--- src/design/lssm_pkg.sv ---
// ----------------------------------------------------------------------------
// lssm_pkg
// Types, codes and sizes shared by the LRU slot set manager.
// ----------------------------------------------------------------------------
`default_nettype none

package lssm_pkg;

    localparam int DEFAULT_NUM_SLOTS = 4;
    localparam int KEY_W             = 32;
    localparam int STAMP_W           = 32;
    localparam int MASK_W            = 4;
    localparam int SLOT_OUT_W        = 2;

    typedef enum logic [1:0] {
        REQ_ACQUIRE = 2'd0,
        REQ_SERVICE = 2'd1,
        REQ_LOOKUP  = 2'd2,
        REQ_RESET   = 2'd3
    } req_t;

    typedef enum logic [1:0] {
        ST_EMPTY    = 2'd0,
        ST_PENDING  = 2'd1,
        ST_READY    = 2'd2,
        ST_EVICTING = 2'd3
    } slot_state_t;

    // controller -> datapath
    typedef struct packed {
        logic start;   // latch a new request word, clear scan trackers
        logic step;    // examine the slot under the scan pointer
        logic commit;  // update slot state and load the result register
    } cmd_t;

    // datapath -> controller
    typedef struct packed {
        logic scan_done;
        logic out_free;
    } sts_t;

endpackage : lssm_pkg

`default_nettype wire

--- src/design/lssm_ctrl.sv ---
// ----------------------------------------------------------------------------
// lssm_ctrl
// Sequencer: accept a request, scan slots one per cycle, commit the result.
// ----------------------------------------------------------------------------
`default_nettype none

module lssm_ctrl
    import lssm_pkg::*;
(
    input  wire logic clk,
    input  wire logic rst_n,
    input  wire logic in_valid,
    output logic      in_ready,
    input  wire sts_t sts,
    output cmd_t      cmd
);

    typedef enum logic [1:0] {
        S_IDLE,
        S_SCAN,
        S_COMMIT
    } state_t;

    state_t state_reg, state_next;
    logic   in_ready_reg;

    always_comb
    begin
        state_next = state_reg;
        cmd        = '0;
        case (state_reg)
            S_IDLE:
            begin
                cmd.start = in_valid;
                if (in_valid)
                begin
                    state_next = S_SCAN;
                end
            end
            S_SCAN:
            begin
                cmd.step = 1'b1;
                if (sts.scan_done)
                begin
                    state_next = S_COMMIT;
                end
            end
            S_COMMIT:
            begin
                cmd.commit = sts.out_free;
                if (sts.out_free)
                begin
                    state_next = S_IDLE;
                end
            end
            default:
            begin
                state_next = S_IDLE;
            end
        endcase
    end

    always_ff @(posedge clk or negedge rst_n)
    begin
        if (!rst_n)
        begin
            state_reg    <= S_IDLE;
            in_ready_reg <= 1'b1;
        end
        else
        begin
            state_reg    <= state_next;
            in_ready_reg <= (state_next == S_IDLE);
        end
    end

    assign in_ready = in_ready_reg;

endmodule : lssm_ctrl

`default_nettype wire

--- config.mk ---
export PLATFORM = sky130hd
export DESIGN_NAME = lssm_ctrl
export DESIGN_NICKNAME = d
export VERILOG_FILES = /design/src/design/lssm_pkg.sv /design/src/design/lssm_ctrl.sv
export SDC_FILE = /design/constraint.sdc
export NUM_CORES = 1
export LEC_CHECK = 0
export BUFFER_PORTS_ARGS = -buffer_cell sky130_fd_sc_hd__buf_2
export CAP_MARGIN = 10
export CORE_AREA = 2 2 39 41
export CTS_BUF_LIST = sky130_fd_sc_hd__clkbuf_4 sky130_fd_sc_hd__clkbuf_8 sky130_fd_sc_hd__clkbuf_16
export DETAILED_ROUTE_END_ITERATION = 8
export DIE_AREA = 0 0 41 43
export MAX_ROUTING_LAYER = met4
export PLACE_DENSITY = 0.3
export REMOVE_ABC_BUFFERS = 1
export SLEW_MARGIN = 30
export SYNTH_ARGS = -nofsm -noshare
export SYNTH_HDL_FRONTEND = slang
export SYNTH_SLANG_ARGS = --single-unit
export TNS_END_PERCENT = 100
--- constraint.sdc ---
create_clock -name clk -period 1.09 [get_ports clk]
set_input_delay 0.109 -clock clk [delete_from_list [all_inputs] [get_ports clk]]
set_output_delay 0.109 -clock clk [all_outputs]
set_load 0.1 [all_outputs]
Word level (Yosys, flattened, before mapping). Cells that the tools add are included. W data, S select, Z words.

Reduce and logical (&&, ||, !) cells: 2. Equality and inequality tests: 2. Muxes and demuxes: 7.

Operators with widths (count): $mux W2 (3); $pmux W2 S3 (1); $logic_not A2 Y1 (2); $mux W1 (3); $eq A2 B1 Y1 const B (1); $eq A2 B2 Y1 const B (1).

Register bits after elaboration: 3. Bits of input ports: 5.

Logic depth before layout (Yosys ltp).
Word-level depth: 3. Gate-level depth with buffers: 2. Gate-level depth less buffers: 2.

Worst setup path before layout. OpenSTA, ideal clock, no wires.

Path kind: register to output. Start point: register state_reg[0]. End point: output port cmd[2] (netlist name). Data required time: 981 ps. Setup slack: -1674 ps. Cell stages (with the launch flop): 2. Data arrival time: 2655 ps. Cells stage by stage: dfrtp_1 > nor3b_1.

RTL lines: from (decl) (line lssm_ctrl.sv:24) `state_t state_reg, state_next;`; from (signal assigned) (line lssm_ctrl.sv:72) `state_reg <= state_next;`; to (decl) (line lssm_ctrl.sv:15) `output cmd_t cmd`.

==> metrics.txt <==
# TYPE chip_impl_metric gauge
chip_impl_metric{name="grt_antenna_before_repair",unit=""} 0
chip_impl_metric{name="reg2reg_depth",unit=""} 3
chip_impl_metric{name="cap_violations",unit=""} 0
chip_impl_info{name="cp_cell_sequence",value="nor3b_2 -> buf_4 -> buf_12"} 1
chip_impl_metric{name="core-area",unit="sq um"} 1380
chip_impl_metric{name="initialDrtViolationCount",unit=""} 0
chip_impl_metric{name="drt-total-wl",unit="microns"} 391
chip_impl_metric{name="crit_cells",unit=""} 3
chip_impl_info{name="highest_count_cells_in_the_layout_ignoring_fill_and_taps",value="clkbuf_4, buf_2, buf_12"} 1
chip_impl_metric{name="slew_viol_final",unit=""} 0
chip_impl_info{name="cp-endpoint",value="cmd[2]"} 1
chip_impl_metric{name="final.min_clock_period",unit="ns"} 1.25
chip_impl_metric{name="ioPinCount",unit=""} 9
chip_impl_metric{name="route.vias.total",unit=""} 154
chip_impl_metric{name="ys_types",unit=""} 11
chip_impl_metric{name="clk_transition_reported_paths",unit="ns"} 0.04
chip_impl_metric{name="floorplan.initialDensity",unit="%"} 10.3
chip_impl_info{name="timing.critical_path.to_type",value="primary output"} 1
chip_impl_metric{name="routabilityCongestion",unit=""} 0.708
chip_impl_metric{name="max_freq",unit="MHz"} 800
chip_impl_metric{name="synth.yosys.seq_area_share",unit="%"} 53.5
chip_impl_info{name="cts_tree",value="yes"} 1
chip_impl_metric{name="clock_tree.htree_level_count",unit=""} 1
chip_impl_metric{name="largest_net_degree_at_the_start_of_global_routing",unit=""} 8
chip_impl_metric{name="synthesis.area_per_instance",unit="sq um"} 10.2
chip_impl_metric{name="synth_warn",unit=""} 0
chip_impl_metric{name="synthesis.instances",unit=""} 14
chip_impl_metric{name="r2r_setup_slack",unit="ns"} 0.15
chip_impl_info{name="hold_class",value="primary input to register"} 1
chip_impl_info{name="setup.worst_path.start_class",value="register"} 1
chip_impl_metric{name="final_antenna_net_count",unit=""} 0
chip_impl_info{name="rsz0062_at_grt",value="true"} 1
chip_impl_metric{name="fin_tns_setup",unit="ns"} -0.366
chip_impl_metric{name="timing.final.setup_violations",unit=""} 3
chip_impl_metric{name="row_count",unit=""} 14
chip_impl_metric{name="die-width",unit="microns"} 41
chip_impl_metric{name="post-route-period-util",unit="%"} 115
chip_impl_metric{name="clk_lat_worst_skew",unit="ns"} 0.23
chip_impl_metric{name="layout_setup_ws",unit="ns"} -0.160
chip_impl_metric{name="slowest_delay",unit="ns"} 0.43
chip_impl_metric{name="final_layout_size_suffix_gt1_share",unit="%"} 65.5
chip_impl_metric{name="die-area",unit="sq um"} 1760
chip_impl_metric{name="dr.pass1.iters",unit=""} 1
chip_impl_metric{name="vias_per_cell",unit=""} 3.42
chip_impl_metric{name="cts_num_sinks",unit=""} 3
chip_impl_metric{name="synth.cell_area",unit="sq um"} 143
chip_impl_metric{name="timing.critical_path.required",unit="ns"} 0.98
chip_impl_metric{name="layout.cells.non_filler",unit=""} 45
chip_impl_metric{name="final_hold_viol_count",unit=""} 0
chip_impl_metric{name="tightest_slew",unit="ns"} 0.194
chip_impl_metric{name="postSynthRegisterBits",unit=""} 3
chip_impl_info{name="timing.setup.critical_path_class",value="register to primary output"} 1
chip_impl_metric{name="placement.io_buffers",unit=""} 8
chip_impl_metric{name="grt.overflow.total",unit=""} 0
chip_impl_metric{name="post-dp-hpwl",unit="microns"} 275
chip_impl_metric{name="placed_cells_incl_taps",unit=""} 39
chip_impl_info{name="clock_tree.root_cell",value="clkbuf_4"} 1
chip_impl_metric{name="worstPathArrival",unit="ns"} 1.14
chip_impl_metric{name="critical_path_peak_fanout",unit=""} 6
chip_impl_metric{name="drt_drc_violations_left",unit=""} 0
chip_impl_metric{name="slew-limit-headroom",unit="%"} 86.9
chip_impl_metric{name="cts_buffers",unit=""} 3
chip_impl_metric{name="die_h",unit="microns"} 43
chip_impl_info{name="failed_checks",value="setup timing"} 1
chip_impl_metric{name="post_synth_top_area_share",unit="%"} 35.1
chip_impl_metric{name="finalClockSkew",unit="ns"} 0.00186
chip_impl_info{name="origin_of_the_worst_setup_path",value="state_reg[0]"} 1
chip_impl_info{name="r2r-start",value="state_reg[0]"} 1
chip_impl_metric{name="clk_path_buf_depth",unit=""} 2
chip_impl_metric{name="largest_reg_flops",unit=""} 2
chip_impl_info{name="critPathTopFamily",value="flip-flops"} 1
chip_impl_info{name="ys_top_cells_by_area",value="dfrtp_1, dfstp_2, nor3b_1"} 1
chip_impl_metric{name="grt_pass1_vias",unit=""} 173
chip_impl_info{name="regToRegEndpoint",value="state_reg[1]"} 1
chip_impl_info{name="yosys.area.top_type",value="dfrtp_1"} 1
chip_impl_metric{name="antenna_cells",unit=""} 0
chip_impl_metric{name="area_delta_synth_final",unit="%"} 130
chip_impl_metric{name="route.detailed.wl_per_inst",unit="microns"} 8.69
chip_impl_info{name="cpMaxStageDelayCell",value="dfrtp_2"} 1
chip_impl_info{name="outcome",value="finished, violations left"} 1
chip_impl_metric{name="final_net_count",unit=""} 35
chip_impl_metric{name="first_pass_grt_wire_length",unit="microns"} 703
chip_impl_metric{name="global_route.usage.total",unit="%"} 7.01
chip_impl_metric{name="crit_buf_inv",unit=""} 2
worst register-to-register path, stage by stage, from the launching register on:
cell and delay [ns]:
dfrtp_2 0.43, buf_4 0.15, nor3b_1 0.18, a21o_1 0.11
kinds of logic (layout without fill, tap and decap cells):
| kind of cell | after synthesis | in the layout | synth area share (%) |
|---|---|---|---|
| buffers and inverters | 0 | 15 | 0 |
| and+or+nand+nor | 7 | 7 | 28.9 |
| AOI/OAI and AO/OA | 4 | 4 | 17.5 |
| DFF | 3 | 3 | 53.5 |
synth_stat cells:
cell type and number:
nor2b_1 1, nor2_1 1, nand2b_1 2, o31ai_1 1, a21oi_1 1, o21ai_0 1
a21o_1 1, dfrtp_1 2, dfstp_2 1, nor3b_1 2, nand2_1 1
through the flow:
stage	cell area (sq um)	utilization, %	hold WS (ns)	setup slack [ns]
final	328	23.7	0.0417	-0.160
after CTS	328	23.7	0.0318	-0.173
after global routing	328	23.7	0.0491	-0.223
after detailed placement	270	19.5	-0.0930	0.00506
after floorplan	143	-	-0.187	-1.67
after global placement	270	19.5	-0.0943	0.0136
what timing repair did:
item,CTS,global route
resized for setup,4,0
setup buffers,1,0
hold buffers,1,0
endpoints found under the hold margin,3,0
setup endpoints to repair,3,3
layout make-up:
| type | instances | area, sq um |
|---|---|---|
| clock buffer | 4 | 30.0 |
| fill | 153 | 1060 |
| multi-input combinational | 11 | 73.8 |
| sequential | 3 | 78.8 |
| tap | 16 | 20.0 |
| timing repair buffer | 11 | 125 |
how the worst min path moves through the flow:
stage / slack [ns] / endpoint / startpoint / cells after the start
2_1_floorplan: -0.19 / state_reg[0] / rst_n / 0
3_3_place_gp: -0.09 / state_reg[0] / rst_n / 1
3_5_place_dp: -0.09 / state_reg[1] / rst_n / 1
4_1_cts: 0.03 / in_ready / in_valid / 2
5_1_grt: 0.05 / in_ready / in_valid / 2
6_report: 0.04 / in_ready / in_valid / 2
per-layer routing:
metal	global-route usage (%)	wire length, microns	up-vias	share of wire (%)
met2	7.19	166	9	42
met4	6.00	0	0	0
met1	7.77	172	67	44
li1	-	-	78	-
met5	-	0	-	0
met3	6.28	52	0	13
Power is not shown: default switching activity piles up to over one toggle a cycle in this logic, so the estimate is an artifact.
