File: config.mk
export PLATFORM = sky130hd
export DESIGN_NAME = lssm_dp
export DESIGN_NICKNAME = d
export VERILOG_FILES = /design/src/design/lssm_pkg.sv /design/src/design/lssm_dp.sv
export SDC_FILE = /design/constraint.sdc
export NUM_CORES = 1
export LEC_CHECK = 0
export BUFFER_PORTS_ARGS = -buffer_cell sky130_fd_sc_hd__buf_2
export CAP_MARGIN = 20
export CORE_MARGIN = 2
export CORE_UTILIZATION = 55
export CTS_BUF_LIST = sky130_fd_sc_hd__clkbuf_8
export CTS_CLUSTER_SIZE = 16
export DETAILED_ROUTE_END_ITERATION = 8
export GPL_TIMING_DRIVEN = 0
export HOLD_SLACK_MARGIN = 0.03
export MAX_ROUTING_LAYER = met4
export PLACE_DENSITY_LB_ADDON = 0.3
export SETUP_SLACK_MARGIN = 0.2
export SYNTH_ARGS = -nofsm -noshare
export SYNTH_HDL_FRONTEND = slang
export SYNTH_SLANG_ARGS = --single-unit
export TNS_END_PERCENT = 10
File: constraint.sdc
create_clock -name clk -period 8.1 [get_ports clk]
set_clock_uncertainty 0.15 [all_clocks]
set_input_delay 0.81 -clock clk [delete_from_list [all_inputs] [get_ports clk]]
set_output_delay 0.81 -clock clk [all_outputs]
set_load 0.01 [all_outputs]
File: src/design/lssm_pkg.sv
// ----------------------------------------------------------------------------
// lssm_pkg
// Types, codes and sizes shared by the LRU slot set manager.
// ----------------------------------------------------------------------------
`default_nettype none

package lssm_pkg;

    localparam int DEFAULT_NUM_SLOTS = 4;
    localparam int KEY_W             = 32;
    localparam int STAMP_W           = 32;
    localparam int MASK_W            = 4;
    localparam int SLOT_OUT_W        = 2;

    typedef enum logic [1:0] {
        REQ_ACQUIRE = 2'd0,
        REQ_SERVICE = 2'd1,
        REQ_LOOKUP  = 2'd2,
        REQ_RESET   = 2'd3
    } req_t;

    typedef enum logic [1:0] {
        ST_EMPTY    = 2'd0,
        ST_PENDING  = 2'd1,
        ST_READY    = 2'd2,
        ST_EVICTING = 2'd3
    } slot_state_t;

    // controller -> datapath
    typedef struct packed {
        logic start;   // latch a new request word, clear scan trackers
        logic step;    // examine the slot under the scan pointer
        logic commit;  // update slot state and load the result register
    } cmd_t;

    // datapath -> controller
    typedef struct packed {
        logic scan_done;
        logic out_free;
    } sts_t;

endpackage : lssm_pkg

`default_nettype wire

File: src/design/lssm_dp.sv
// ----------------------------------------------------------------------------
// lssm_dp
// Slot state, scan trackers, commit logic and result register.
// ----------------------------------------------------------------------------
`default_nettype none

module lssm_dp
    import lssm_pkg::*;
#(
    parameter int NUM_SLOTS = DEFAULT_NUM_SLOTS
)
(
    input  wire logic                  clk,
    input  wire logic                  rst_n,
    input  wire logic [1:0]            req_type,
    input  wire logic [KEY_W-1:0]      key_id,
    input  wire logic [MASK_W-1:0]     in_use_mask,
    input  wire logic                  load_failed,
    input  wire cmd_t                  cmd,
    output sts_t                       sts,
    output logic                       out_valid,
    input  wire logic                  out_ready,
    output logic                       hit,
    output logic [SLOT_OUT_W-1:0]      slot_index,
    output logic                       evicted
);

    localparam int SLOT_W = (NUM_SLOTS > 1) ? $clog2(NUM_SLOTS) : 1;
    localparam int PIN_W  = (NUM_SLOTS > MASK_W) ? NUM_SLOTS : MASK_W;
    localparam logic [SLOT_W-1:0] LAST_IDX = SLOT_W'(NUM_SLOTS - 1);

    // request word
    req_t                 req_reg;
    logic [KEY_W-1:0]     key_reg;
    logic [MASK_W-1:0]    mask_reg;
    logic                 failed_reg;

    // slot state
    slot_state_t          status_reg [NUM_SLOTS];
    slot_state_t          status_next[NUM_SLOTS];
    logic [KEY_W-1:0]     rkey_reg   [NUM_SLOTS];
    logic [KEY_W-1:0]     rkey_next  [NUM_SLOTS];
    logic [KEY_W-1:0]     wkey_reg   [NUM_SLOTS];
    logic [KEY_W-1:0]     wkey_next  [NUM_SLOTS];
    logic [STAMP_W-1:0]   stamp_reg  [NUM_SLOTS];
    logic [STAMP_W-1:0]   stamp_next [NUM_SLOTS];
    logic [STAMP_W-1:0]   use_clock_reg, use_clock_next;

    // scan trackers
    logic [SLOT_W-1:0]    idx_reg;
    logic                 found_reg;
    logic [SLOT_W-1:0]    found_idx_reg;
    slot_state_t          found_st_reg;
    logic [KEY_W-1:0]     found_wkey_reg;
    logic                 empty_found_reg;
    logic [SLOT_W-1:0]    empty_idx_reg;
    logic                 lru_found_reg;
    logic [SLOT_W-1:0]    lru_idx_reg;
    logic [STAMP_W-1:0]   lru_stamp_reg;

    // result register
    logic                  out_valid_reg;
    logic                  hit_reg, hit_next;
    logic [SLOT_OUT_W-1:0] slot_reg, slot_next;
    logic                  evicted_reg, evicted_next;

    // scan step
    slot_state_t          cur_st;
    logic [KEY_W-1:0]     cur_rkey, cur_wkey, cur_have;
    logic [STAMP_W-1:0]   cur_stamp;
    logic [PIN_W-1:0]     pin_ext;
    logic                 key_zero, hit_here, stop_here, take_empty, take_lru;

    // commit
    logic                 acq_new, acq_evict;
    logic [SLOT_W-1:0]    pick;
    logic [SLOT_W-1:0]    res_idx;

    assign cur_st    = status_reg[idx_reg];
    assign cur_rkey  = rkey_reg[idx_reg];
    assign cur_wkey  = wkey_reg[idx_reg];
    assign cur_stamp = stamp_reg[idx_reg];
    assign cur_have  = (cur_st == ST_READY) ? cur_rkey : cur_wkey;
    assign key_zero  = (key_reg == '0);
    // slots past the mask width are never pinned
    assign pin_ext   = PIN_W'(mask_reg);

    always_comb
    begin
        hit_here   = 1'b0;
        stop_here  = 1'b0;
        take_empty = 1'b0;
        take_lru   = 1'b0;
        case (req_reg)
            REQ_ACQUIRE:
            begin
                hit_here   = !key_zero && (cur_st != ST_EMPTY) && (cur_have == key_reg);
                stop_here  = key_zero || hit_here;
                take_empty = !key_zero && (cur_st == ST_EMPTY) && !empty_found_reg;
                take_lru   = !key_zero && (cur_st == ST_READY) && !pin_ext[idx_reg] &&
                             (!lru_found_reg || (cur_stamp < lru_stamp_reg));
            end
            REQ_SERVICE:
            begin
                hit_here  = (cur_st == ST_EVICTING) || (cur_st == ST_PENDING);
                stop_here = hit_here;
            end
            REQ_LOOKUP:
            begin
                hit_here  = !key_zero && (cur_st == ST_READY) && (cur_rkey == key_reg);
                stop_here = key_zero || hit_here;
            end
            REQ_RESET:
            begin
                stop_here = 1'b1;
            end
            default:
            begin
                stop_here = 1'b1;
            end
        endcase
    end

    assign sts.scan_done = stop_here || (idx_reg == LAST_IDX);
    assign sts.out_free  = !out_valid_reg || out_ready;

    assign acq_new   = !found_reg && (empty_found_reg || lru_found_reg);
    assign acq_evict = !empty_found_reg;
    assign pick      = empty_found_reg ? empty_idx_reg : lru_idx_reg;

    always_comb
    begin
        status_next    = status_reg;
        rkey_next      = rkey_reg;
        wkey_next      = wkey_reg;
        stamp_next     = stamp_reg;
        use_clock_next = use_clock_reg;
        hit_next       = 1'b0;
        res_idx        = '0;
        evicted_next   = 1'b0;
        case (req_reg)
            REQ_ACQUIRE:
            begin
                if (found_reg)
                begin
                    // key already held or wanted: touch only
                    use_clock_next            = use_clock_reg + 1'b1;
                    stamp_next[found_idx_reg] = use_clock_next;
                end
                else if (acq_new)
                begin
                    use_clock_next    = use_clock_reg + 1'b1;
                    stamp_next[pick]  = use_clock_next;
                    wkey_next[pick]   = key_reg;
                    status_next[pick] = acq_evict ? ST_EVICTING : ST_PENDING;
                    hit_next          = 1'b1;
                    res_idx           = pick;
                    evicted_next      = acq_evict;
                end
            end
            REQ_SERVICE:
            begin
                if (found_reg)
                begin
                    if (found_st_reg == ST_EVICTING)
                    begin
                        rkey_next[found_idx_reg]   = '0;
                        status_next[found_idx_reg] = ST_PENDING;
                    end
                    else
                    begin
                        if (failed_reg)
                        begin
                            status_next[found_idx_reg] = ST_EMPTY;
                        end
                        else
                        begin
                            rkey_next[found_idx_reg]   = found_wkey_reg;
                            status_next[found_idx_reg] = ST_READY;
                        end
                        wkey_next[found_idx_reg] = '0;
                    end
                    hit_next = 1'b1;
                    res_idx  = found_idx_reg;
                end
            end
            REQ_LOOKUP:
            begin
                hit_next = found_reg;
                res_idx  = found_reg ? found_idx_reg : '0;
            end
            REQ_RESET:
            begin
                for (int i = 0; i < NUM_SLOTS; i++)
                begin
                    status_next[i] = ST_EMPTY;
                    rkey_next[i]   = '0;
                    wkey_next[i]   = '0;
                end
            end
            default:
            begin
                hit_next = 1'b0;
            end
        endcase
        slot_next = SLOT_OUT_W'(res_idx);
    end

    // request word, tracker payloads and result word: payload only, no reset
    always_ff @(posedge clk)
    begin
        if (cmd.start)
        begin
            req_reg    <= req_t'(req_type);
            key_reg    <= key_id;
            mask_reg   <= in_use_mask;
            failed_reg <= load_failed;
        end
        if (cmd.step && hit_here)
        begin
            found_idx_reg  <= idx_reg;
            found_st_reg   <= cur_st;
            found_wkey_reg <= cur_wkey;
        end
        if (cmd.step && take_empty)
        begin
            empty_idx_reg <= idx_reg;
        end
        if (cmd.step && take_lru)
        begin
            lru_idx_reg   <= idx_reg;
            lru_stamp_reg <= cur_stamp;
        end
        if (cmd.commit)
        begin
            hit_reg     <= hit_next;
            slot_reg    <= slot_next;
            evicted_reg <= evicted_next;
        end
    end

    always_ff @(posedge clk or negedge rst_n)
    begin
        if (!rst_n)
        begin
            idx_reg         <= '0;
            found_reg       <= 1'b0;
            empty_found_reg <= 1'b0;
            lru_found_reg   <= 1'b0;
            out_valid_reg   <= 1'b0;
            use_clock_reg   <= '0;
            for (int i = 0; i < NUM_SLOTS; i++)
            begin
                status_reg[i] <= ST_EMPTY;
                rkey_reg[i]   <= '0;
                wkey_reg[i]   <= '0;
                stamp_reg[i]  <= '0;
            end
        end
        else
        begin
            if (cmd.start)
            begin
                idx_reg         <= '0;
                found_reg       <= 1'b0;
                empty_found_reg <= 1'b0;
                lru_found_reg   <= 1'b0;
            end
            else if (cmd.step)
            begin
                if (hit_here)
                begin
                    found_reg <= 1'b1;
                end
                if (take_empty)
                begin
                    empty_found_reg <= 1'b1;
                end
                if (take_lru)
                begin
                    lru_found_reg <= 1'b1;
                end
                if (!sts.scan_done)
                begin
                    idx_reg <= idx_reg + 1'b1;
                end
            end
            if (cmd.commit)
            begin
                status_reg    <= status_next;
                rkey_reg      <= rkey_next;
                wkey_reg      <= wkey_next;
                stamp_reg     <= stamp_next;
                use_clock_reg <= use_clock_next;
                out_valid_reg <= 1'b1;
            end
            else if (out_ready)
            begin
                out_valid_reg <= 1'b0;
            end
        end
    end

    assign out_valid  = out_valid_reg;
    assign hit        = hit_reg;
    assign slot_index = slot_reg;
    assign evicted    = evicted_reg;

endmodule : lssm_dp

`default_nettype wire

### After elaboration in Yosys (flattened, before gate mapping)

Index checks and enable logic that the tools add are counted.
Widths: inputs -> output; s select.

* flip-flop bits (word level): 545
* input port bits: 45
* output and inout bits: 7
* word-level logic and storage cells: 200

* add/sub/neg operators: 2
* order comparisons: 7
* eq/ne operators: 16
* mux-type cells: 75
* bitwise logic cells: 16
* reductions and logical operators: 49

Operators by type and width (count)
* $mux 128: 9
* $bwmux 128: 4
* $pmux 128 s3: 1
* $mux 32: 11
* $and 128x128->128: 2
* $pmux 128 s2: 1
* $bmux 32 s2: 3
* $demux 32 s2: 2
* $not 128->128: 1
* $eq 32x32->1: 2
* $mux 8: 5
* $add 32x1->32 const B: 1
* $logic_not 32->1: 1
* $lt 32x32->1: 1
* $mux 2: 12
* $pmux 8 s3: 1
* $mux 1: 17
* $reduce_bool 2->1: 8
* $logic_and 1x1->1: 14
* $eq 2x2->1 const B: 6
* $ne 2x2->1 const B: 5
* $ge 3x3->1 const B: 3
* $not 2->3: 3
* $and 4x4->4: 2
* 28 further kinds: 50

### Logic depth before layout (Yosys ltp)

* depth in word-level cells: 14
* mapped depth: 16
* mapped depth without buffers: 11

### Worst setup path before layout

OpenSTA, ideal clock, no wires.

* path type: reg2reg
* from: reg idx_reg[0]
* to: reg lru_idx_reg[0], enable pin
* library setup time: 0.437 ns
* data arrival time: 5.418 ns
* required time: 7.513 ns
* slack: 2.095 ns
* cell stages (with the launch flop): 17
* path buffers: 5
* clock period less this slack: 6.005 ns
* path through: dfrtp_1 > buf_4 > buf_4 > buf_2 > buf_2 > buf_1 > mux4_2 > ha_1 > a21o_1 > a21o_1 > a21oi_1 > nor2b_1 > o21ai_0 > nand2b_1 > a211oi_1 > o221ai_1 > a21oi_1

* elaborated cells on any way between the ends: 18
* those cells by class: order compare (1); eq/ne (1); mux (9); bitwise (1); reduce/logical (6)

RTL lines
* from (decl): line lssm_dp.sv:50 `logic [SLOT_W-1:0] idx_reg;`
* from (signal assigned): line lssm_dp.sv:285 `idx_reg <= idx_reg + 1'b1;`
* $not 2->3 (implied by the code): line lssm_dp.sv:82 `assign cur_stamp = stamp_reg[idx_reg];`
* $bmux 32 s2: line lssm_dp.sv:82
* $mux 32 (implied by the code) (2 in series): line lssm_dp.sv:82
* named net cur_stamp[17]: line lssm_dp.sv:70 `logic [STAMP_W-1:0] cur_stamp;`
* $lt 32x32->1: line lssm_dp.sv:101 `(!lru_found_reg || (cur_stamp < lru_stamp_reg));`
* $logic_or 1x1->1: line lssm_dp.sv:101
* $logic_and 1x1->1: line lssm_dp.sv:100 `take_lru = !key_zero && (cur_st == ST_READY) && !pin_ext[idx_reg] &&`
* $mux 1: line lssm_dp.sv:94 `case (req_reg)`
* $logic_and 1x1->1: line lssm_dp.sv:229 `if (cmd.step && take_lru)`
* to (signal assigned): line lssm_dp.sv:231 `lru_idx_reg <= idx_reg;`
* to (decl): line lssm_dp.sv:58 `logic [SLOT_W-1:0] lru_idx_reg;`

The timed path passes the listed nets, and every way through them passes these cells. The select of a mux whose other input is x is not followed.
A chain may end at the register's enable or synchronous reset.

==> run_results.csv <==
group,metric,value,unit
clock_network,path_clk_slew,0.06,ns
sta,drv_slew,0,
drt,wirelength,67440,um
clock_network,clockBufferDepth,3,
clock_network,numCtsBuffers,88,
worst_setup_path,arrival,6.18,ns
grt,grtUsageMet2,48.29,%
layout,drive_gt1_share,14.86,%
sta,max_slew_margin,20.97,%
pwr,peakVddDrop,162.2,uV
drt,dr.pass1.iters,5,
pwr,pwr_density_cell,253.7,nW/um2
floorplanning,core_area,43270,um2
drt,avgRoutedWirePerCell,24.99,um
layout,final_core_util,62.93,%
placement,io_buffer_count,51,
sta,period_share,88.12,%
clock_network,holdBufCountCts,0,
grt,use_met1,40.60,%
grt,grt_overflow,0,
layout,fillCellCount,3319,
floorplanning,ios,52,
drt,avgViaCountPerCell,6.415,
grt,grt_pass1_vias,17720,
clock_network,h-tree-depth,3,
sta,finalWorstSetupSlack,0.9623,ns
drt,vias,17315,
placement,dp_hpwl,45540,um
sta,rsz0062_at_grt,"no",
synth,yosysSeqAreaShare,58.60,%
sta,finalSetupViolations,0,
run_status,status,"finished, final reports clean",
worst_setup_path,max_stage_delay,0.93,ns
floorplanning,num_rows,76,
floorplanning,initial_core_util,56.06,%
clock_network,cts_tree,"built",
grt,grt_max_degree,125,
worst_setup_path,crit_path_start_kind,"flip-flop",
synth,syn_nets,1975,
drt,detail-route-antenna-nets,0,
grt,globalRoute.busiestLayer,"met2",
synth,avgSynthCellArea,12.82,um2
worst_setup_path,cp_top_family,"buffers and inverters",
grt,grt_first_pass_wirelength,104900,um
floorplanning,die_w,214.0,um
sta,finalHoldViolations,0,
grt,grt_usage,30.93,%
clock_network,cts_resized,0,
worst_setup_path,endpoint_kind,"primary output",
synth,synth_seq_cells,545,
worst_setup_path,crit_fanout,10,
floorplanning,die_y,214.0,um
drt,drc,0,
placement,place.gp.congestion,0.9370,
floorplanning,die_area,45800,um2
sta,fin_crit,7.138,ns
layout,area_growth,12.25,%
clock_network,clock-sinks,545,
clock_network,post_cts_buffers,0,
synth,syn_area,24260,um2
worst_setup_path,crit_top_cell,"buf_2",
run,cap_viol_max_count,0,
sta,worstMarginPinSlew,1.185,ns
worst_setup_path,path_cells,"buf_6 > buf_2 > clkbuf_1 > buf_2 > mux2i_1 > o21ai_0 > nor4_1 > o211ai_1 > nor3b_2 > a31oi_1 > o21ai_0 > buf_2",
pwr,leakagePower,11.81,nW
synth,synthFlopType,"dfrtp_1",
synth,synth-edff-count,115,
layout,layout.nets,2124,
clock_network,insertion_delay,0.72,ns
synth,async_reset_ff_share,78.90,%
synth,syn_inst,1892,
worst_setup_path,worst-setup-path-type,"reg2out",
synth,synth_warnings,0,
worst_setup_path,cp_slowest_cell,"clkbuf_1",
grt,antenna_found_initial,0,
worst_hold_path,hold_path_class,"in2async",
sta,fmax,140.1,MHz
worst_setup_path,cp_num_buf_inv,5,
worst_setup_path,required,7.14,ns
placement,pre_cts_ws,1.413,ns
grt,use_met3,5.489,%
synth,synthDistinctLibCells,57,
clock_network,root_buffer,"clkbuf_8",
drt,drt_iter0_markers,1764,
==> report_power, final <==
part | total (mW) | switching (mW) | internal, mW
Combinational | 1.18 | 0.629 | 0.550
Clock | 2.39 | 1.13 | 1.26
Sequential | 3.34 | 0.190 | 3.15
Total | 6.91 | 1.95 | 4.96
==> synthesized netlist by cell type (all sizes together) (21+ instances only) <==
| master | instances | share of area [%] |
|---|---|---|
| xor2 | 33 | 1.2 |
| xnor2 | 72 | 2.6 |
| nor2 | 86 | 1.3 |
| dfrtp | 430 | 44 |
| a21oi | 46 | 0.95 |
| nand4 | 23 | 0.59 |
| clkbuf | 123 | 1.9 |
| nand3 | 21 | 0.43 |
| inv | 55 | 0.85 |
| edfxtp | 115 | 14 |
| nand2 | 163 | 2.5 |
| buf | 28 | 0.60 |
| a22o | 265 | 9.6 |
| ha | 38 | 2.0 |
| mux4 | 98 | 9.1 |
| o21ai | 129 | 2.7 |
==> final cells by class <==
class	count	area, um2	area share (%)
flip-flops and latches	545	14210	52.20
multi-input cells	1141	9259	34.00
clock buffers	110	1514	5.560
well taps	585	732.0	2.688
plain buffers	151	606.8	2.229
repair buffers	59	430.4	1.581
clock inverters	52	264.0	0.9696
inverters	55	206.4	0.7582
diodes	1	2.502	0.009190
==> final timing paths <==
kind / slack [ns] / cells after the start / startpoint / to
max in group asynchronous: 6.02 / 3 / rst_n / stamp_reg[97]$_DFFE_PN0P_
min in group clk: 0.11 / 1 / key_id[2] / key_reg[2]$_DFFE_PP_
min: 0.01 / 1 / rst_n / wkey_reg[72]$_DFFE_PN0P_
max reg2reg: 1.38 / 17 / idx_reg[1]$_DFFE_PN0P_ / lru_stamp_reg[5]$_DFFE_PP_
max: 0.96 / 12 / idx_reg[1]$_DFFE_PN0P_ / sts[1]
min reg2reg: 0.33 / 2 / stamp_reg[12]$_DFFE_PN0P_ / stamp_reg[12]$_DFFE_PN0P_
==> kinds of logic (layout without fill, tap and decap cells) <==
logic type | Yosys count | count (layout) | share of synthesized area, %
flip-flops | 545 | 545 | 58.60
adder cells (fa/ha/maj) | 38 | 38 | 1.960
AO/OA/AOI/OAI | 505 | 505 | 15.25
XOR/XNOR | 105 | 105 | 3.791
AND/OR/NAND/NOR | 375 | 375 | 7.030
buffers and inverters | 206 | 427 | 3.353
other | 0 | 1 | 0
multiplexers | 118 | 118 | 10.02
==> routing by layer <==
layer | part of all wire, % | vias up
met5 | 0 | -
met4 | 3.9 | 0
met3 | 7.4 | 197
met2 | 49 | 820
met1 | 40 | 8957
li1 | - | 7341
==> stage by stage <==
| stage | TNS [ns] | power [mW] | area (um2) | instances | hold slack [ns] |
|---|---|---|---|---|---|
| finish | 0 | 6.909 | 27230 | 2699 | 0.01353 |
| global route | 0 | 7.176 | 27230 | 2698 | 0.09515 |
| CTS | 0 | 6.919 | 27230 | 2698 | 0.05123 |
| detailed placement | 0 | 4.541 | 25450 | 2536 | 0.3168 |
| global placement | -1004.38 | 4.481 | 25240 | 2528 | 0.3062 |
| floorplan | 0 | 4.125 | 24260 | 1892 | 0.2903 |
==> layout by cell type, fill, tap and decap left out, types with 5 or more instances in the layout <==
cell	n
nor2b_1	7
mux2i_1	11
nand3_1	21
a32oi_1	7
nor2_1	86
nand4_1	23
o22ai_1	8
clkbuf_1	123
and2_1	5
inv_1	90
ha_1	38
nand2_1	163
nor4_1	17
a21oi_1	45
nand2b_1	17
mux4_2	96
and3_1	7
buf_1	11
nor3_1	15
clkinv_2	11
xnor2_1	72
mux2_2	8
clkbuf_8	110
a22oi_1	6
a22o_1	265
a21o_1	14
buf_4	5
edfxtp_1	115
dfrtp_1	430
xor2_1	33
o21ai_0	125
buf_2	62
Power figures use the tool's default switching activity.
